## src/hw/rtl/trht_pkg.sv

```systemverilog
`timescale 1ns / 1ps
// ----------------------------------------------------------------------------
// trht_pkg
// shared types and constants for the touch region hit table
// ----------------------------------------------------------------------------
package trht_pkg;

   localparam int unsigned SLOTS_DEF  = 16;
   localparam int unsigned CMD_W      = 3;
   localparam int unsigned COORD_W    = 10;
   localparam int unsigned SLOT_W     = 4;
   localparam int unsigned SLOT_LIMIT = 2 ** SLOT_W;

   localparam logic [CMD_W-1:0] CMD_ADD        = 3'd0;
   localparam logic [CMD_W-1:0] CMD_TOUCH      = 3'd1;
   localparam logic [CMD_W-1:0] CMD_ENABLE     = 3'd2;
   localparam logic [CMD_W-1:0] CMD_DISABLE    = 3'd3;
   localparam logic [CMD_W-1:0] CMD_DELETE     = 3'd4;
   localparam logic [CMD_W-1:0] CMD_DELETE_ALL = 3'd5;

   typedef struct packed {
      logic               valid;
      logic [CMD_W-1:0]   cmd;
      logic [COORD_W-1:0] pos_x;
      logic [COORD_W-1:0] pos_y;
      logic [COORD_W-1:0] size_w;
      logic [COORD_W-1:0] size_h;
      logic [SLOT_W-1:0]  slot_index;
      logic               ok;
      logic [SLOT_W-1:0]  slot;
   } trht_token_type;

endpackage

```

## src/hw/rtl/trht_if.sv

```systemverilog
`timescale 1ns / 1ps
// ----------------------------------------------------------------------------
// trht request and response channels
// valid/ready channels carrying one command beat and one result beat
// ----------------------------------------------------------------------------
interface trht_req_if;
   import trht_pkg::*;

   logic               valid;
   logic               ready;
   logic [CMD_W-1:0]   cmd;
   logic [COORD_W-1:0] pos_x;
   logic [COORD_W-1:0] pos_y;
   logic [COORD_W-1:0] size_w;
   logic [COORD_W-1:0] size_h;
   logic [SLOT_W-1:0]  slot_index;

   modport source (output valid, cmd, pos_x, pos_y, size_w, size_h, slot_index,
                   input ready);
   modport sink   (input valid, cmd, pos_x, pos_y, size_w, size_h, slot_index,
                   output ready);
endinterface

interface trht_rsp_if;
   import trht_pkg::*;

   logic              valid;
   logic              ready;
   logic              ok;
   logic [SLOT_W-1:0] slot;

   modport source (output valid, ok, slot, input ready);
   modport sink   (input valid, ok, slot, output ready);
endinterface

```

## src/hw/rtl/touch_region_hit_table.sv

```systemverilog
`timescale 1ns / 1ps
// ----------------------------------------------------------------------------
// touch_region_hit_table
// table of rectangular touch regions kept in a row of slot cells
// ----------------------------------------------------------------------------
// req_chan carries one command beat (add, touch, enable, disable, delete,
// delete all); rsp_chan returns exactly one result beat per command with
// ok and slot. each command walks the row of SLOTS cells as a token, one
// cell per cycle; a cell updates its own slot as the token passes, and add
// and touch take the first cell that claims them.
// the token is registered in each cell in turn and the result then in the
// output register; the next command is accepted only after the token has
// left the row, so only one token is in the row at a time.
// reset clears the used and enabled marks, the token and the valid bits
// of the result and holding registers; rectangles are unknown until added.
// a stalled receiver does not stop the row: a finished result waits in the
// output register, a second one waits in a holding register, and the next
// command is accepted only when the holding register is empty.
// ----------------------------------------------------------------------------
module touch_region_hit_table #(
   parameter int SLOTS = trht_pkg::SLOTS_DEF
) (
   input  logic        clock,
   input  logic        reset,
   trht_req_if.sink    req_chan,
   trht_rsp_if.source  rsp_chan
);
   import trht_pkg::*;

   trht_token_type    tok [SLOTS+1];
   logic              accept;
   logic              exit_valid;

   logic              busy_ff, busy_in;
   logic              pend_valid_ff, pend_valid_in;
   logic              pend_ok_ff, pend_ok_in;
   logic [SLOT_W-1:0] pend_slot_ff, pend_slot_in;
   logic              rsp_valid_ff, rsp_valid_in;
   logic              rsp_ok_ff, rsp_ok_in;
   logic [SLOT_W-1:0] rsp_slot_ff, rsp_slot_in;

   assign req_chan.ready = !reset && !busy_ff && !pend_valid_ff;
   assign accept         = req_chan.valid && req_chan.ready;

   always_comb begin
      tok[0].valid      = accept;
      tok[0].cmd        = req_chan.cmd;
      tok[0].pos_x      = req_chan.pos_x;
      tok[0].pos_y      = req_chan.pos_y;
      tok[0].size_w     = req_chan.size_w;
      tok[0].size_h     = req_chan.size_h;
      tok[0].slot_index = req_chan.slot_index;
      tok[0].ok         = 1'b0;
      tok[0].slot       = '0;
   end

   for (genvar g = 0; g < SLOTS; g++) begin : g_cell
      trht_cell #(
         .INDEX (g)
      ) u_cell (
         .clock   (clock),
         .reset   (reset),
         .tok_in  (tok[g]),
         .tok_out (tok[g+1])
      );
   end

   assign exit_valid = tok[SLOTS].valid;

   always_comb begin
      busy_in       = busy_ff;
      pend_valid_in = pend_valid_ff;
      pend_ok_in    = pend_ok_ff;
      pend_slot_in  = pend_slot_ff;
      rsp_valid_in  = rsp_valid_ff;
      rsp_ok_in     = rsp_ok_ff;
      rsp_slot_in   = rsp_slot_ff;

      if (accept) begin
         busy_in = 1'b1;
      end else if (exit_valid) begin
         busy_in = 1'b0;
      end

      if (rsp_valid_ff && !rsp_chan.ready) begin
         if (exit_valid) begin
            pend_valid_in = 1'b1;
            pend_ok_in    = tok[SLOTS].ok;
            pend_slot_in  = tok[SLOTS].slot;
         end
      end else if (pend_valid_ff) begin
         rsp_valid_in  = 1'b1;
         rsp_ok_in     = pend_ok_ff;
         rsp_slot_in   = pend_slot_ff;
         pend_valid_in = 1'b0;
      end else if (exit_valid) begin
         rsp_valid_in = 1'b1;
         rsp_ok_in    = tok[SLOTS].ok;
         rsp_slot_in  = tok[SLOTS].slot;
      end else begin
         rsp_valid_in = 1'b0;
      end
   end

   always_ff @(posedge clock) begin
      pend_ok_ff   <= pend_ok_in;
      pend_slot_ff <= pend_slot_in;
      rsp_ok_ff    <= rsp_ok_in;
      rsp_slot_ff  <= rsp_slot_in;
      if (reset) begin
         busy_ff       <= 1'b0;
         pend_valid_ff <= 1'b0;
         rsp_valid_ff  <= 1'b0;
      end else begin
         busy_ff       <= busy_in;
         pend_valid_ff <= pend_valid_in;
         rsp_valid_ff  <= rsp_valid_in;
      end
   end

   assign rsp_chan.valid = rsp_valid_ff;
   assign rsp_chan.ok    = rsp_ok_ff;
   assign rsp_chan.slot  = rsp_slot_ff;

endmodule

```

## src/hw/rtl/trht_cell.sv

```systemverilog
`timescale 1ns / 1ps
// ----------------------------------------------------------------------------
// trht_cell
// one table slot: holds its rectangle and marks, acts on the passing token
// ----------------------------------------------------------------------------
module trht_cell #(
   parameter int INDEX = 0
) (
   input  logic                    clock,
   input  logic                    reset,
   input  trht_pkg::trht_token_type tok_in,
   output trht_pkg::trht_token_type tok_out
);
   import trht_pkg::*;

   localparam bit REACHABLE = (INDEX < SLOT_LIMIT);
   localparam logic [SLOT_W-1:0] MY_SLOT = INDEX[SLOT_W-1:0];

   logic [COORD_W-1:0] left_ff, left_in;
   logic [COORD_W-1:0] top_ff, top_in;
   logic [COORD_W-1:0] width_ff, width_in;
   logic [COORD_W-1:0] height_ff, height_in;
   logic               used_ff, used_in;
   logic               enabled_ff, enabled_in;
   trht_token_type     tok_ff, tok_in_nx;

   logic [COORD_W:0]   right_edge;
   logic [COORD_W:0]   bottom_edge;
   logic               hit;
   logic               selected;

   assign right_edge  = {1'b0, left_ff} + {1'b0, width_ff};
   assign bottom_edge = {1'b0, top_ff} + {1'b0, height_ff};
   assign hit = (tok_in.pos_x > left_ff) && ({1'b0, tok_in.pos_x} < right_edge) &&
                (tok_in.pos_y > top_ff) && ({1'b0, tok_in.pos_y} < bottom_edge);
   assign selected = REACHABLE && (tok_in.slot_index == MY_SLOT);

   always_comb begin
      left_in    = left_ff;
      top_in     = top_ff;
      width_in   = width_ff;
      height_in  = height_ff;
      used_in    = used_ff;
      enabled_in = enabled_ff;
      tok_in_nx  = tok_in;
      if (tok_in.valid) begin
         unique case (tok_in.cmd)
            CMD_ADD: begin
               if (!tok_in.ok && !used_ff) begin
                  left_in        = tok_in.pos_x;
                  top_in         = tok_in.pos_y;
                  width_in       = tok_in.size_w;
                  height_in      = tok_in.size_h;
                  used_in        = 1'b1;
                  enabled_in     = 1'b1;
                  tok_in_nx.ok   = 1'b1;
                  tok_in_nx.slot = MY_SLOT;
               end
            end
            CMD_TOUCH: begin
               if (!tok_in.ok && enabled_ff && hit) begin
                  tok_in_nx.ok   = 1'b1;
                  tok_in_nx.slot = MY_SLOT;
               end
            end
            CMD_ENABLE: begin
               if (selected) enabled_in = 1'b1;
            end
            CMD_DISABLE: begin
               if (selected) enabled_in = 1'b0;
            end
            CMD_DELETE: begin
               if (selected) used_in = 1'b0;
            end
            CMD_DELETE_ALL: begin
               used_in = 1'b0;
            end
            default: begin
            end
         endcase
      end
   end

   always_ff @(posedge clock) begin
      left_ff   <= left_in;
      top_ff    <= top_in;
      width_ff  <= width_in;
      height_ff <= height_in;
      if (reset) begin
         used_ff    <= 1'b0;
         enabled_ff <= 1'b0;
         tok_ff     <= '0;
      end else begin
         used_ff    <= used_in;
         enabled_ff <= enabled_in;
         tok_ff     <= tok_in_nx;
      end
   end

   assign tok_out = tok_ff;

endmodule

```

## src/flat_wrapper.sv

```systemverilog
// flat-port wrapper written by rule: the top's interface ports become plain ports
module touch_region_hit_table_flat import trht_pkg::*;
#(
   parameter int SLOTS = trht_pkg::SLOTS_DEF
)
  (clock, reset, req_chan_valid, req_chan_cmd, req_chan_pos_x, req_chan_pos_y, req_chan_size_w, req_chan_size_h, req_chan_slot_index, req_chan_ready, rsp_chan_valid, rsp_chan_ok, rsp_chan_slot, rsp_chan_ready);
  trht_req_if req_chan_i ();
  trht_rsp_if rsp_chan_i ();
  input  logic clock;
  input  logic reset;
  input wire logic [$bits(req_chan_i.valid)-1:0] req_chan_valid;
  input wire logic [$bits(req_chan_i.cmd)-1:0] req_chan_cmd;
  input wire logic [$bits(req_chan_i.pos_x)-1:0] req_chan_pos_x;
  input wire logic [$bits(req_chan_i.pos_y)-1:0] req_chan_pos_y;
  input wire logic [$bits(req_chan_i.size_w)-1:0] req_chan_size_w;
  input wire logic [$bits(req_chan_i.size_h)-1:0] req_chan_size_h;
  input wire logic [$bits(req_chan_i.slot_index)-1:0] req_chan_slot_index;
  output wire logic [$bits(req_chan_i.ready)-1:0] req_chan_ready;
  output wire logic [$bits(rsp_chan_i.valid)-1:0] rsp_chan_valid;
  output wire logic [$bits(rsp_chan_i.ok)-1:0] rsp_chan_ok;
  output wire logic [$bits(rsp_chan_i.slot)-1:0] rsp_chan_slot;
  input wire logic [$bits(rsp_chan_i.ready)-1:0] rsp_chan_ready;
  assign req_chan_i.valid = req_chan_valid;
  assign req_chan_i.cmd = req_chan_cmd;
  assign req_chan_i.pos_x = req_chan_pos_x;
  assign req_chan_i.pos_y = req_chan_pos_y;
  assign req_chan_i.size_w = req_chan_size_w;
  assign req_chan_i.size_h = req_chan_size_h;
  assign req_chan_i.slot_index = req_chan_slot_index;
  assign req_chan_ready = req_chan_i.ready;
  assign rsp_chan_valid = rsp_chan_i.valid;
  assign rsp_chan_ok = rsp_chan_i.ok;
  assign rsp_chan_slot = rsp_chan_i.slot;
  assign rsp_chan_i.ready = rsp_chan_ready;
  touch_region_hit_table #(.SLOTS(SLOTS)) u_core (.clock(clock), .reset(reset), .req_chan(req_chan_i), .rsp_chan(rsp_chan_i));
endmodule
```

## config.mk

```make
export PLATFORM = sky130hd
export DESIGN_NAME = touch_region_hit_table_flat
export DESIGN_NICKNAME = d
export VERILOG_FILES = /design/src/hw/rtl/trht_pkg.sv /design/src/hw/rtl/trht_if.sv /design/src/hw/rtl/touch_region_hit_table.sv /design/src/hw/rtl/trht_cell.sv /design/src/flat_wrapper.sv
export SDC_FILE = /design/constraint.sdc
export NUM_CORES = 2
export LEC_CHECK = 0
export BUFFER_PORTS_ARGS = -buffer_cell sky130_fd_sc_hd__clkbuf_2
export CAP_MARGIN = 20
export CELL_PAD_IN_SITES_DETAIL_PLACEMENT = 1
export CELL_PAD_IN_SITES_GLOBAL_PLACEMENT = 1
export CORE_ASPECT_RATIO = 1.25
export CORE_MARGIN = 3
export CORE_UTILIZATION = 47
export DETAILED_ROUTE_END_ITERATION = 10
export HOLD_SLACK_MARGIN = 0.1
export MAX_ROUTING_LAYER = met4
export PLACE_DENSITY = 0.83
export SYNTH_ARGS = -nofsm -noshare
export SYNTH_HDL_FRONTEND = slang
export SYNTH_SLANG_ARGS = --single-unit
```

## constraint.sdc

```tcl
create_clock -name clock -period 5.9 [get_ports clock]
set_input_delay 1.18 -clock clock [delete_from_list [all_inputs] [get_ports clock]]
set_output_delay 1.18 -clock clock [all_outputs]
set_load 0.03 [all_outputs]
```

== After elaboration in Yosys (flattened, before gate mapping) ==
Index checks and enable logic that the tools add are counted.
Word-level totals
  bits in registers: 1486
  bits in latches: 0
  memory bits (writable): 0
  ROM bits: 0
  bits of input ports: 51
  output and inout port bits: 7
  word-level logic and storage cells: 885
  memories kept: 0
Cells by class
  $add $sub $neg: 32
  $mul: 0
  div/mod/pow operators: 0
  magnitude comparators: 64
  equality and inequality tests: 159
  shift operators: 0
  muxes and demuxes: 151
  bitwise operators: 3
  reduce and logical (&&, ||, !) cells: 235
Operators by type and width (count)
  adder 10 x 10 -> 11 bit: 32
  less-than comparator 10 x 11 -> 1 bit: 32
  greater-than comparator 10 bit: 32
  two-way mux 5 bit: 47
  case mux 5 bit (2 select lines): 16
  inequality test 2 bit, second input constant: 64
  logical AND 1 bit: 98
  equality test 3 x 2 -> 1 bit, second input constant: 32
  equality test 3 bit, second input constant: 32
  case mux 1 bit (3 select lines): 32
  nonzero test 3 bit: 32
  AND reduction 5 bit: 16
  AND reduction 4 bit: 15
  two-way mux 1 bit: 54
  AND reduction 3 bit: 17
  equality test 3 x 1 -> 1 bit, second input constant: 16
  zero test 3 bit: 16
  zero test 1 bit: 34
  equality test 4 bit, second input constant: 8
  equality test 4 x 3 -> 1 bit, second input constant: 4
  equality test 4 x 2 -> 1 bit, second input constant: 2
  two-way mux 4 bit: 2
  equality test 4 x 1 -> 1 bit, second input constant: 1
  zero test 4 bit: 1
  other kinds (4): 9

== Depth between registers and ports, before layout ==
  depth in word-level cells: 9
  mapped depth: 16
  gate-level depth less buffers: 16

== By module ==
Synthesis repeated with hierarchy kept, for this count alone.
Second synthesis, totals
  cells, all modules: 6368
  area, all modules: 72545.8 um^2
Modules (own cells, without submodules)
  trht_cell at u_core.g_cell[11].u_cell ...: times used 3, cells an instance 392, area each 4485.6 um^2, sequential area each 2302.2 um^2
  trht_cell at u_core.g_cell[4].u_cell ...: times used 2, cells an instance 399, area each 4508.1 um^2, sequential area each 2302.2 um^2
  trht_cell at u_core.g_cell[5].u_cell ...: times used 2, cells an instance 397, area each 4483.0 um^2, sequential area each 2302.2 um^2
  trht_cell at u_core.g_cell[13].u_cell ...: times used 2, cells an instance 391, area each 4470.5 um^2, sequential area each 2302.2 um^2
  trht_cell at u_core.g_cell[10].u_cell: times used 1, cells an instance 401, area each 4551.9 um^2, sequential area each 2302.2 um^2
  trht_cell at u_core.g_cell[12].u_cell: times used 1, cells an instance 402, area each 4550.6 um^2, sequential area each 2302.2 um^2
  trht_cell at u_core.g_cell[15].u_cell: times used 1, cells an instance 401, area each 4529.3 um^2, sequential area each 2302.2 um^2
  trht_cell at u_core.g_cell[0].u_cell: times used 1, cells an instance 400, area each 4526.8 um^2, sequential area each 2302.2 um^2
  trht_cell at u_core.g_cell[9].u_cell: times used 1, cells an instance 399, area each 4525.6 um^2, sequential area each 2302.2 um^2
  trht_cell at u_core.g_cell[3].u_cell: times used 1, cells an instance 396, area each 4515.6 um^2, sequential area each 2302.2 um^2
  trht_cell at u_core.g_cell[14].u_cell: times used 1, cells an instance 388, area each 4461.8 um^2, sequential area each 2302.2 um^2
  touch_region_hit_table: times used 1, cells an instance 31, area each 504.2 um^2, sequential area each 360.3 um^2

== Least setup slack after synthesis ==
No wires, ideal clock.
  kind: input-to-reg
  start point: input reset
  end point: register u_core.g_cell[0].u_cell.height_ff[0], enable pin
  library setup time: 0.545 ns
  data arrival time: 6.159 ns
  required time: 5.355 ns
  setup slack: -0.804 ns
  stages on the path: 4
  path buffers: 0
  path through: nor3_1 -> and2_2 -> nand2b_2 -> nor4_1
On the way
  word-level cells in the longest chain between the ends: 5
Ends and longest elaborated chain
  start: declaration: line flat_wrapper.sv:10  | input logic reset;
  zero test 1 bit: line touch_region_hit_table.sv:42  | assign req_chan.ready = !reset && !busy_ff && !pend_valid_ff;
  logical AND 1 bit (2 in series): line touch_region_hit_table.sv:42
  logical AND 1 bit: line touch_region_hit_table.sv:43  | assign accept = req_chan.valid && req_chan.ready;
  AND reduction 3 bit (no source line)
  end signal: assignment: line trht_cell.sv:88  | height_ff <= height_in;
  end: declaration: line trht_cell.sv:22  | logic [COORD_W-1:0] height_ff, height_in;
Every way passes these cells.
A chain may end at the register's enable or synchronous reset.

== Final worst setup path ==
  start point: register u_core.g_cell[12].u_cell.left_ff[0]
  end point: register u_core.g_cell[12].u_cell.tok_ff, in the netlist u_core.g_cell[12].u_cell.tok_out[4]
On the way
  word-level cells in the longest chain between the ends: 9
  elaborated cells between the ends (all ways): 10
  those cells by class: 1 x add/sub; 2 x order compare; 3 x mux; 4 x reduce/logical
Ends and longest elaborated chain
  start: declaration: line trht_cell.sv:19  | logic [COORD_W-1:0] left_ff, left_in;
  start signal: assignment: line trht_cell.sv:85  | left_ff <= left_in;
  adder 10 x 10 -> 11 bit: line trht_cell.sv:32  | assign right_edge = {1'b0, left_ff} + {1'b0, width_ff};
  less-than comparator 10 x 11 -> 1 bit: line trht_cell.sv:34  | assign hit = (tok_in.pos_x > left_ff) && ({1'b0, tok_in.pos_x} < right_edge) &&
  logical AND 1 bit * (2 in series): line trht_cell.sv:34
  logical AND 1 bit *: line trht_cell.sv:35  | (tok_in.pos_y > top_ff) && ({1'b0, tok_in.pos_y} < bottom_edge);
  logical AND 1 bit *: line trht_cell.sv:61  | if (!tok_in.ok && enabled_ff && hit) begin
  two-way mux 5 bit *: line trht_cell.sv:61
  case mux 5 bit (2 select lines) *: line trht_cell.sv:47  | unique case (tok_in.cmd)
  two-way mux 5 bit *: line trht_cell.sv:46  | if (tok_in.valid) begin
  end signal: assignment: line trht_cell.sv:96  | tok_ff <= tok_in_nx;
  end: declaration: line trht_cell.sv:25  | trht_token_type tok_ff, tok_in_nx;
Every way passes the cells marked *; elsewhere a longest branch is shown, timed or not.

==> key figures <==
Outcome
  – Status: finished, final reports clean

Worst setup path
  – Crit path required time: ~6.6 ns
  – Critical path cell sequence: ha_1 > fa_1 > a211oi_1 > nor2_1 > or4b_1 > nand2_1 > xor2_1 > ha_1 > a2111oi_0 > a21oi_1 > o221ai_1 > nand4_1 > o32ai_1
  – Arr. time, crit path: 4.84 ns
  – WS Path Type: flip-flop to flip-flop
  – CP Launch Type: flip-flop
  – Most used cell, CP: ha_1
  – Worst setup EP type: flip-flop
  – Slowest Stage Delay on Critical Path: 0.53 ns
  – CP max FO: 5
  – Slowest cell on crit path: a2111oi_0

Route
  – Vias per cell: roughly 5.6
  – Remaining DRCs: 0
  – Drt pass-1 iters: 5
  – Avg WL per Cell: 21.3 µm
  – Final antenna-violating net count: 0
  – Final WL: around 180 mm
  – 1st-iter DRT viols: approximately 2300
  – Via count: between 40000 and 50000

Clock tree
  – Inserted Clock Buffers: around 150
  – Clock Tree Buf Depth: 3
  – Cts hold-fix bufs: 0
  – CTS H-tree lvls: 4
  – Reg clk slew, reported paths: approximately 0.060 ns
  – # resized after CTS: 0
  – CTS root buf: clkbuf_16
  – Postcts setup bufs: 0
  – Sink Count: around 1500
  – CTS tree: done
  – Clk Latency, worst-skew pair: between 0.7 and 0.8 ns

Synthesis
  – Synth cell types: 90
  – Register area share after synthesis: 0.514
  – Post-synthesis area per instance: approximately 11 µm²
  – Cells after synthesis: between 6000 and 7000
  – Async S/R FF share, synth: 0
  – Synth top area cells: edfxtp_1, dfxtp_1, ha_1, nor2b_1, inv_1
  – Register bit total from synthesis: 1471
  – Top post-synthesis cells by count: ha_1, dfxtp_1, nor2b_1
  – Synthesis warning total: 0
  – Yosys top cell by area: edfxtp_1
  – Top FF cell, synth: dfxtp_1
  – Count leader, synth: ha_1
  – Syn nets: just over 7000
  – Share of the synthesized area in the top cell type: 0.279
  – Mapped Area: approximately 70000 µm²
  – Post-synth EDFFs: 650

Floorplanning
  – Initial core utilization: 0.475
  – Die Y: 437 µm
  – # IOs: 58
  – Total die area: between 150000 and 200000 µm²
  – Core Area: about 150000 µm²
  – Row count: between 150 and 200
  – Die span in x: ~350 µm

Global routing
  – Largest net degree at the start of global routing: 220
  – Global route overflow: 0
  – Via count of the first global-routing pass: ~52000
  – First-pass GRT wire length: 279 mm
  – Gr usage total: 0.235
  – Initial antenna violation count: 7

STA
  – Hold Vio Cnt, Final: 0
  – Worst slew margin: 0.182
  – Final worst-path cycle share: 0.705
  – Fin. max-slew vios: 0
  – Max Freq: between 200 and 250 MHz
  – Clk_skew: roughly 0.026 ns
  – RSZ-0062 raised after global routing: no
  – Slew @ Worst Pin: ~1.2 ns
  – Setup TNS: 0 ns
  – Final setup viols: 0
  – Crit path time final: 4.16 ns

Power and ir drop
  – Cell internal pwr: 16.6 mW
  – Sw Pwr: 4.54 mW
  – Sw Ratio: 0.214
  – Combinational share of power: 0.029
  – Reg power frac: 0.507
  – VDD IR max: 0.328 mV
  – Pwr Density: around 270 nW/µm²
  – P_leak: 33.7 nW
  – Power share of the clock group: 0.464

Placed design
  – # port buffers: 57
  – Post-DP HPWL: about 130 mm
  – Gpl congestion: ~0.90
  – Placed cell count: 8009

Worst hold path
  – Min-Delay Path Class: flip-flop to flip-flop

Layout
  – Fillers: ~15000
  – Fin cells: between 8000 and 9000
  – Area grow syn2layout: 11.1%
  – Layout cells sized above 1: 0.0607
  – Post-layout nets: between 7000 and 8000

Run
  – Maxcap violations: 0
power groups by stage:
stage | clock network, mW | registers, mW | logic, mW
after floorplan | 0 | 10.9 | 0.424
after global placement | 0 | 11.0 | 0.554
after detailed placement | 0 | 11.0 | 0.601
after CTS | 10.0 | 10.7 | 0.617
after global routing | 10.4 | 10.7 | 0.693
final | 9.82 | 10.7 | 0.614
per-layer routing:
layer  vias to the layer above  track usage  wire length [µm]
met1                     23300        0.249             68100
met2                       786        0.437             95800
li1                      22200            -                 -
met4                         0       0.0979              7560
met3                       429       0.0278              4970
met5                         -            -                 0
stage by stage:
stage	hold WS, ns	power, mW	cell area [µm²]	worst slack (ns)	util
after CTS	0.405	21.4	77600	1.71	0.528
after floorplan	0.386	11.3	69900	0.0482	-
after detailed placement	0.390	11.6	72500	1.80	0.493
after global placement	0.386	11.5	72500	2.02	0.493
after global routing	0.409	21.9	77700	1.38	0.528
final	0.401	21.2	77700	1.74	0.528
worst paths after layout:
kind	startpoint	end	slack (ns)	cells after the start
max	u_core.g_cell[12].u_cell.left_ff[0]$_DFFE_PP_	u_core.g_cell[12].u_cell.tok_out[4]$_SDFF_PP0_	1.74	13
min	u_core.g_cell[14].u_cell.tok_out[10]$_SDFF_PP0_	u_core.g_cell[15].u_cell.height_ff[1]$_DFFE_PP_	0.40	0
max reg2reg	u_core.g_cell[12].u_cell.left_ff[0]$_DFFE_PP_	u_core.g_cell[12].u_cell.tok_out[4]$_SDFF_PP0_	1.74	13
min reg2reg	u_core.g_cell[14].u_cell.tok_out[10]$_SDFF_PP0_	u_core.g_cell[15].u_cell.height_ff[1]$_DFFE_PP_	0.40	0
cells in the final DEF (no fill, tap or decap), types with 32 or more instances in the layout:
master,count
ha_1,928
dfxtp_1,821
nor2b_1,762
edfxtp_1,650
inv_1,454
a21oi_1,334
nor2_1,314
o21ai_0,223
nand2_1,166
clkbuf_16,161
a21o_1,152
xor2_1,144
nor3_1,89
nand3_1,79
xnor2_1,77
nand4_1,72
a211oi_1,62
nand2b_1,60
o21a_1,57
clkbuf_2,56
o211ai_1,38
o21bai_1,36
a31oi_1,33
nor4_1,32
fa_1,32
cells by family after synthesis:
| kind of cell | share of synthesized area |
|---|---|
| multiplexers | 0.00267 |
| AND/OR/NAND/NOR | 0.138 |
| buffers and inverters | 0.0296 |
| flip-flops | 0.514 |
| XOR/XNOR | 0.0277 |
| adder cells (fa/ha/maj) | 0.175 |
| AO/OA/AOI/OAI | 0.113 |
state kept, by name (all words and copies together) (netlist names):
register and cells:
u_core.g_cell.u_cell.tok_out 786, u_core.g_cell.u_cell.height_ff 160, u_core.g_cell.u_cell.left_ff 160, u_core.g_cell.u_cell.top_ff 160, u_core.g_cell.u_cell.width_ff 160, u_core.g_cell.u_cell.enabled_ff 16
u_core.g_cell.u_cell.used_ff 16, u_core.pend_slot_ff 4, u_core.rsp_chan.slot 4, u_core.busy_ff 1, u_core.pend_ok_ff 1, u_core.pend_valid_ff 1
u_core.rsp_chan.ok 1, u_core.rsp_chan.valid 1
critical path: cells and delay by family, from the launching register on:
| kind | cells | cell delay (ns) |
|---|---|---|
| AOI/OAI and AO/OA | 5 | 1.47 |
| adders and majority gates | 3 | 0.95 |
| xor gates and xnor gates | 1 | 0.17 |
| DFF | 1 | 0.39 |
| and+or+nand+nor | 4 | 1.07 |
area by class of cell:
class	instances	area (µm²)	share of cell area
Clock inverter	61	672	0.00865
Antenna cell	4	10.0	0.000129
Sequential cell	1471	36000	0.463
Clock buffer	213	4430	0.0571
Multi-Input combinational cell	4097	32000	0.412
Inverter	455	1710	0.0220
Timing Repair Buffer	80	543	0.00699
Tap cell	1908	2390	0.0307
No activity file was read; power rests on OpenSTA's default activity.
